<file path="src/rtl/matrix3x3_inverse_assert.svh">
// ---------------------------------------------------------------------------
// matrix3x3_inverse assertion macros
// Clocked implication checks shared by the m3i_fifo and m3i_back modules.
// ---------------------------------------------------------------------------
`ifndef MATRIX3X3_INVERSE_ASSERT_SVH
`define MATRIX3X3_INVERSE_ASSERT_SVH

// Check that cons holds in the same cycle as ante
`define M3I_ASSERT_NOW(lbl, clk, rst_n, ante, cons, msg) \
    lbl: assert property (@(posedge clk) disable iff (!rst_n) (ante) |-> (cons)) \
        else $error(msg);

// Check that cons holds in the cycle after ante
`define M3I_ASSERT_NEXT(lbl, clk, rst_n, ante, cons, msg) \
    lbl: assert property (@(posedge clk) disable iff (!rst_n) (ante) |=> (cons)) \
        else $error(msg);

`endif

</file>
<file path="src/rtl/m3i_pkg.sv">
// ---------------------------------------------------------------------------
// m3i_pkg
// Widths, cofactor index tables and shared types of the 3x3 matrix inverse.
// ---------------------------------------------------------------------------
package m3i_pkg;

    localparam int unsigned N_ELEM       = 9;
    localparam int unsigned N_TERM       = 3;
    localparam int unsigned ELEM_W       = 32;
    localparam int unsigned PROD_W       = 64;
    localparam int unsigned COF_W        = 65;
    localparam int unsigned CM_W         = 64;
    localparam int unsigned DET_W        = 98;
    localparam int unsigned MAG_W        = 97;
    localparam int unsigned CMP_W        = MAG_W + 1;
    localparam int unsigned REM_W        = MAG_W;
    localparam int unsigned Q_W          = 33;
    localparam int unsigned DIV_STEPS    = 33;
    localparam int unsigned BACK_LAST    = DIV_STEPS + 1;
    localparam int unsigned FRONT_STAGES = 6;
    localparam int unsigned FIFO_DEPTH   = 4;
    localparam int unsigned FIFO_AW      = 2;
    localparam int unsigned FIFO_CW      = 3;

    typedef logic [3:0] t_idx;

    // cofactor k = d[A]*d[B] - d[C]*d[D], elements in column-major order
    localparam t_idx COF_A [N_ELEM] = '{4'd4, 4'd2, 4'd1, 4'd5, 4'd0, 4'd2, 4'd3, 4'd1, 4'd0};
    localparam t_idx COF_B [N_ELEM] = '{4'd8, 4'd7, 4'd5, 4'd6, 4'd8, 4'd3, 4'd7, 4'd6, 4'd4};
    localparam t_idx COF_C [N_ELEM] = '{4'd5, 4'd1, 4'd2, 4'd3, 4'd2, 4'd0, 4'd4, 4'd0, 4'd1};
    localparam t_idx COF_D [N_ELEM] = '{4'd7, 4'd8, 4'd4, 4'd8, 4'd6, 4'd5, 4'd6, 4'd7, 4'd3};

    // quotient clamp values for positive and negative results
    localparam logic [Q_W-1:0] LIM_POS = 33'h0_7FFF_FFFF;
    localparam logic [Q_W-1:0] LIM_NEG = 33'h0_8000_0000;

    typedef logic signed [ELEM_W-1:0]     t_elem;
    typedef logic [N_ELEM-1:0][ELEM_W-1:0] t_mat;

    // queued work for the divider: cofactor magnitudes, signs, |det|, singular flag
    typedef struct packed {
        logic [N_ELEM-1:0][CM_W-1:0] cm;
        logic [N_ELEM-1:0]           neg;
        logic [MAG_W-1:0]            dmag;
        logic                        singular;
    } t_qitem;

    typedef struct packed {
        t_mat inv;
        logic singular;
        logic saturated;
    } t_result;

endpackage

</file>
<file path="src/rtl/m3i_fifo.sv">
// ---------------------------------------------------------------------------
// m3i_fifo
// Short queue between the cofactor front and the divider back.
// ---------------------------------------------------------------------------
`include "matrix3x3_inverse_assert.svh"

module m3i_fifo
    import m3i_pkg::*;
(
    input  logic   i_clk,
    input  logic   i_rst_n,
    input  logic   i_push,
    input  t_qitem i_item,
    output logic   o_full,
    input  logic   i_pop,
    output t_qitem o_item,
    output logic   o_empty
);

    t_qitem               r_mem [FIFO_DEPTH];
    logic [FIFO_AW-1:0]   r_wr;
    logic [FIFO_AW-1:0]   r_rd;
    logic [FIFO_CW-1:0]   r_cnt;

    assign o_full  = (r_cnt == FIFO_CW'(FIFO_DEPTH));
    assign o_empty = (r_cnt == '0);
    assign o_item  = r_mem[r_rd];

    // move pointers and count
    always_ff @(posedge i_clk) begin
        if (!i_rst_n) begin
            r_wr  <= '0;
            r_rd  <= '0;
            r_cnt <= '0;
        end else begin
            if (i_push) begin
                r_wr <= r_wr + 1'b1;
            end
            if (i_pop) begin
                r_rd <= r_rd + 1'b1;
            end
            if (i_push && !i_pop) begin
                r_cnt <= r_cnt + 1'b1;
            end else if (i_pop && !i_push) begin
                r_cnt <= r_cnt - 1'b1;
            end
        end
    end

    // store the pushed item
    always_ff @(posedge i_clk) begin
        if (i_push) begin
            r_mem[r_wr] <= i_item;
        end
    end

    `M3I_ASSERT_NOW(a_no_overflow, i_clk, i_rst_n, i_push, !o_full, "push into full queue")
    `M3I_ASSERT_NOW(a_no_underflow, i_clk, i_rst_n, i_pop, !o_empty, "pop from empty queue")
    `M3I_ASSERT_NEXT(a_count_up, i_clk, i_rst_n, i_push && !i_pop, r_cnt == $past(r_cnt) + 1'b1, "count did not rise")

endmodule

</file>
<file path="config.mk">
export PLATFORM = sky130hd
export DESIGN_NAME = m3i_fifo
export DESIGN_NICKNAME = d
export VERILOG_FILES = /design/src/rtl/m3i_pkg.sv /design/src/rtl/m3i_fifo.sv
export VERILOG_INCLUDE_DIRS = /design/src /design/src/rtl
export SDC_FILE = /design/constraint.sdc
export NUM_CORES = 2
export LEC_CHECK = 0
export BUFFER_PORTS_ARGS = -buffer_cell sky130_fd_sc_hd__buf_2
export CAP_MARGIN = 20
export CORE_AREA = 2 2 533 535
export CTS_CLUSTER_SIZE = 24
export DETAILED_ROUTE_END_ITERATION = 7
export DIE_AREA = 0 0 535 537
export PLACE_DENSITY_LB_ADDON = 0.3
export SETUP_SLACK_MARGIN = 0.4
export SLEW_MARGIN = 10
export SYNTH_ARGS = -nofsm -noshare
export SYNTH_HDL_FRONTEND = slang
export SYNTH_SLANG_ARGS = --single-unit
</file>
<file path="constraint.sdc">
create_clock -name i_clk -period 24.4 [get_ports i_clk]
set_input_delay 2.44 -clock i_clk [delete_from_list [all_inputs] [get_ports i_clk]]
set_output_delay 2.44 -clock i_clk [all_outputs]
set_load 0.02 [all_outputs]
</file>
Word level (Yosys, flattened, before mapping)
Memories as Yosys holds them, arrays and structs flattened. A register that Yosys moved wholly into a read port is not among the register bits.
Cells that the tools add are included.
W data, S select, Z words.

storage, ports and cells
  memory bits (writable) = 2732
  output and inout bits = 685
  word-level logic and storage cells = 21
  memories = 1
  register bits after elaboration = 7

memories
  name   depth  bits a word  rd ports  clocked after memory_dff  write ports  line            RTL
  r_mem  4      683          1         1                         1            m3i_fifo.sv:20  t_qitem r_mem [FIFO_DEPTH];

operators by class
  eq/ne operators = 1
  multiplexer cells = 6
  $add $sub $neg = 4
  reduce and logical (&&, ||, !) cells = 6

operators by type and width
  kind                   count
  $mux W3                2
  $add A2 B1 Y2 const B  2
  $mux W2                2
  $add A3 B1 Y3 const B  1
  $eq A3 B3 Y1 const B   1
  $logic_not A3 Y1       1
  $sub A3 B1 Y3 const B  1
  $logic_and A1 B1 Y1    2
  $logic_not A1 Y1       2
  $mux W1                2
  $reduce_bool A2 Y1     1

Longest topological paths before layout
  depth in word-level cells = 4
  mapped depth = 7

Worst setup path after synthesis
OpenSTA, ideal clock, no wires.

  path type = in2reg
  from = in i_push
  to = mem r_mem[0][0] in the netlist's numbering (enable)
  arrival = 17.743 ns
  cell stages on the path = 1
  setup time = 1.137 ns
  setup slack = 5.521 ns
  cells stage by stage = and2_1

on the way
  longest elaborated chain between the ends = 2

RTL lines
  element                        line            RTL
  start: declaration             m3i_fifo.sv:12  input logic i_push,
  $mux W1                        m3i_fifo.sv:52  if (i_push) begin
  $mux W1 (implied by the code)  m3i_fifo.sv:53  r_mem[r_wr] <= i_item;
  end: declaration               m3i_fifo.sv:20

Every way passes these cells.

==> impl_metrics.json <==
{
  "outcome": "complete, no violations",
  "combPwrFrac_pct": 10.7,
  "post-route-drc-count": 0,
  "pin_count": 1372,
  "arrival_ps": 5790,
  "die_w_um": 535,
  "crit_top_cell": "buf_4",
  "drt_iter0_drc": 3317,
  "via_per_inst": 4.97,
  "p_leak_nw": 39.4,
  "synth_area_per_cell_sq_um": 27.6,
  "drv_slew": 0,
  "cts-root-buf": "clkbuf_16",
  "hold_buffers": 0,
  "path_delay_family": "buffers and inverters",
  "antenna_found_initial": 210,
  "cts_resized": 0,
  "start_util_pct": 35.5,
  "routed_wl_um": 254000,
  "layout_common_cells": "edfxtp_1, buf_2, mux4_2",
  "switchingPower_mw": 2.63,
  "fmax_mhz": 121,
  "final_common_cell": "edfxtp_1",
  "p_sw_share_pct": 24.0,
  "cp-end-kind": "primary output",
  "p_seq_share_pct": 49.9,
  "grt_max_degree": 132,
  "place_hpwl_um": 168000,
  "hold_path_class": "reg2reg",
  "tightest_slew_ps": 1070,
  "rows": 195,
  "power_frac_clock_pct": 39.4,
  "p_int_mw": 8.33,
  "cp_slowest_cell": "dfxtp_4",
  "cp_slowest_stage_delay_ps": 850,
  "fin_nets": 5888,
  "path_buf_inv": 5,
  "cap_violations": 0,
  "hold_viol_final": 0,
  "clockBufferDepth": 4,
  "powerDensity_nw_per_um2": 91.7,
  "die-area_sq_um": 287000,
  "relSlewSlack_pct": 28.4,
  "setup-tns-final_ps": 0,
  "post-cts-setup-buffer-count": 0,
  "clk_pin_slew_ps": 60,
  "ys_ff_latch": 2741,
  "synth_area_sq_um": 99700,
  "cp-start-kind": "register",
  "firstDrtPassIters": 5,
  "grt_pass1_vias": 47300,
  "clock_latency_ps": 870,
  "fp.dieH_um": 537,
  "yosys_warnings": 0,
  "drive_gt1_share_pct": 46.7,
  "ff2ff_setup_slack_ps": 18650,
  "vdd_drop_max_v": 0.0000652,
  "overflow": 0,
  "cts_made_buffers": 295,
  "synth_cell_types": 22,
  "critPathMaxFanout": 60,
  "port_buffers": 1371,
  "postSynthCellCount": 3610,
  "core_sq_um": 281000,
  "fin_worst_skew_ps": 46.6,
  "worstPathCellList": "buf_4 -> buf_4 -> buf_4 -> buf_4 -> mux4_2 -> buf_2",
  "syn_to_final_growth_pct": 19.8,
  "crit_type": "reg2out",
  "wl_per_cell_um": 27.6,
  "post-route-period-util_pct": 33.7,
  "place_inst": 8640,
  "clock-sinks": 2741,
  "ys_seq_area_share_pct": 82.4,
  "vias": 45800,
  "grt_pass1_wl_um": 354000,
  "setup_viol": 0,
  "rsz0062_at_grt": "false",
  "fin_cells": 9217,
  "worstPathRequired_ps": 21960,
  "h-tree-depth": 5,
  "period_minus_slack_ps": 8230,
  "ant_nets": 0,
  "gp_congestion": 0.798,
  "synthesis.nets": 4303,
  "tritoncts": "done",
  "grt_use_total_pct": 17.1
}
## state kept, by name (all words and copies together) (netlist names), named ones only
register / flops
r_cnt: 3
r_rd: 2
r_mem: 2732
r_wr: 2
## power by group through the flow
stage	registers [mW]	clock network [mW]	logic, mW
final	5.47	4.32	1.18
after global placement	5.56	0	1.20
after floorplan	5.71	0	0.749
after global routing	5.48	4.60	1.25
after detailed placement	5.57	0	1.20
after CTS	5.47	4.43	1.20
## per-stage QoR
stage | utilization (%) | hold WS, ps | power [mW] | instance area (sq um) | setup slack [ps]
final | 42.5 | 526 | 11.0 | 120000 | 16170
after global routing | 42.5 | 571 | 11.3 | 119000 | 15840
after CTS | 42.4 | 520 | 11.1 | 119000 | 15990
after detailed placement | 39.1 | 507 | 6.77 | 110000 | 16420
after global placement | 39.1 | 491 | 6.75 | 110000 | 16330
after floorplan | - | 472 | 6.46 | 99700 | 5520
## metal layers
| layer | wire length, um | track usage, % | vias up | share of wire (%) |
|---|---|---|---|---|
| li1 | - | - | 19100 | - |
| met1 | 94300 | 20.1 | 24100 | 37 |
| met2 | 122000 | 27.8 | 1910 | 48 |
| met3 | 29000 | 8.21 | 657 | 11 |
| met4 | 7780 | 4.99 | 114 | 3.1 |
| met5 | 726 | 0 | - | 0.29 |
## worst register-to-register path: cells and delay by family, from the launching register on
family,cells,cell delay (ps)
adder cells (fa/ha/maj),1,170
AND/OR/NAND/NOR,1,660
flip-flops,1,390
buffers and inverters,5,4060
## final cells by class
cell class / instances / area, sq um
diodes: 53 / 133
fillers: 24300 / 162000
repair buffers: 1440 / 7490
multi-input cells: 713 / 15600
well taps: 3743 / 4680
flip-flops and latches: 2741 / 82200
clock buffers: 357 / 7740
inverters: 4 / 15.0
clock inverters: 166 / 1590
## path summary, 6_finish.rpt
path,depth (start not counted),end,from
hold / removal,2,r_cnt[2],r_cnt[2]
setup / recovery,6,o_item[519],register
setup reg to reg,7,r_mem[3][527],r_wr[0]
hold reg to reg,2,r_cnt[2],r_cnt[2]
## cells by family (layout without fill, tap and decap cells)
family                     Yosys count  in the layout  share of synthesized area (%)
buffers and inverters              156           1967                           1.89
AOI/OAI and AO/OA                    2              2                         0.0125
and+or+nand+nor                     15             15                         0.0916
DFF                               2741           2741                           82.4
muxes                              685            685                           15.4
xor gates and xnor gates             5              5                         0.0439
other                                0             53                              0
adders and majority gates            6              6                         0.0828
## cell usage after synthesis
master,number,area share [%]
edfxtp_1,2732,82
mux4_2,683,15
buf_12,74,1.5
buf_2,69,0.35
and2_1,9,0.056
dfxtp_1,9,0.18
clkbuf_1,7,0.026
ha_1,5,0.063
inv_1,4,0.015
xor2_1,3,0.026
mux2i_1,2,0.020
nor2b_1,2,0.013
xnor2_1,2,0.018
a21boi_0,1,0.0075
buf_4,1,0.0075
buf_6,1,0.011
fa_1,1,0.020
nand2_1,1,0.0038
nor3_1,1,0.0050
nor3b_1,1,0.0075
o21ai_0,1,0.0050
or3_1,1,0.0063
No activity file was read; power rests on OpenSTA's default activity.
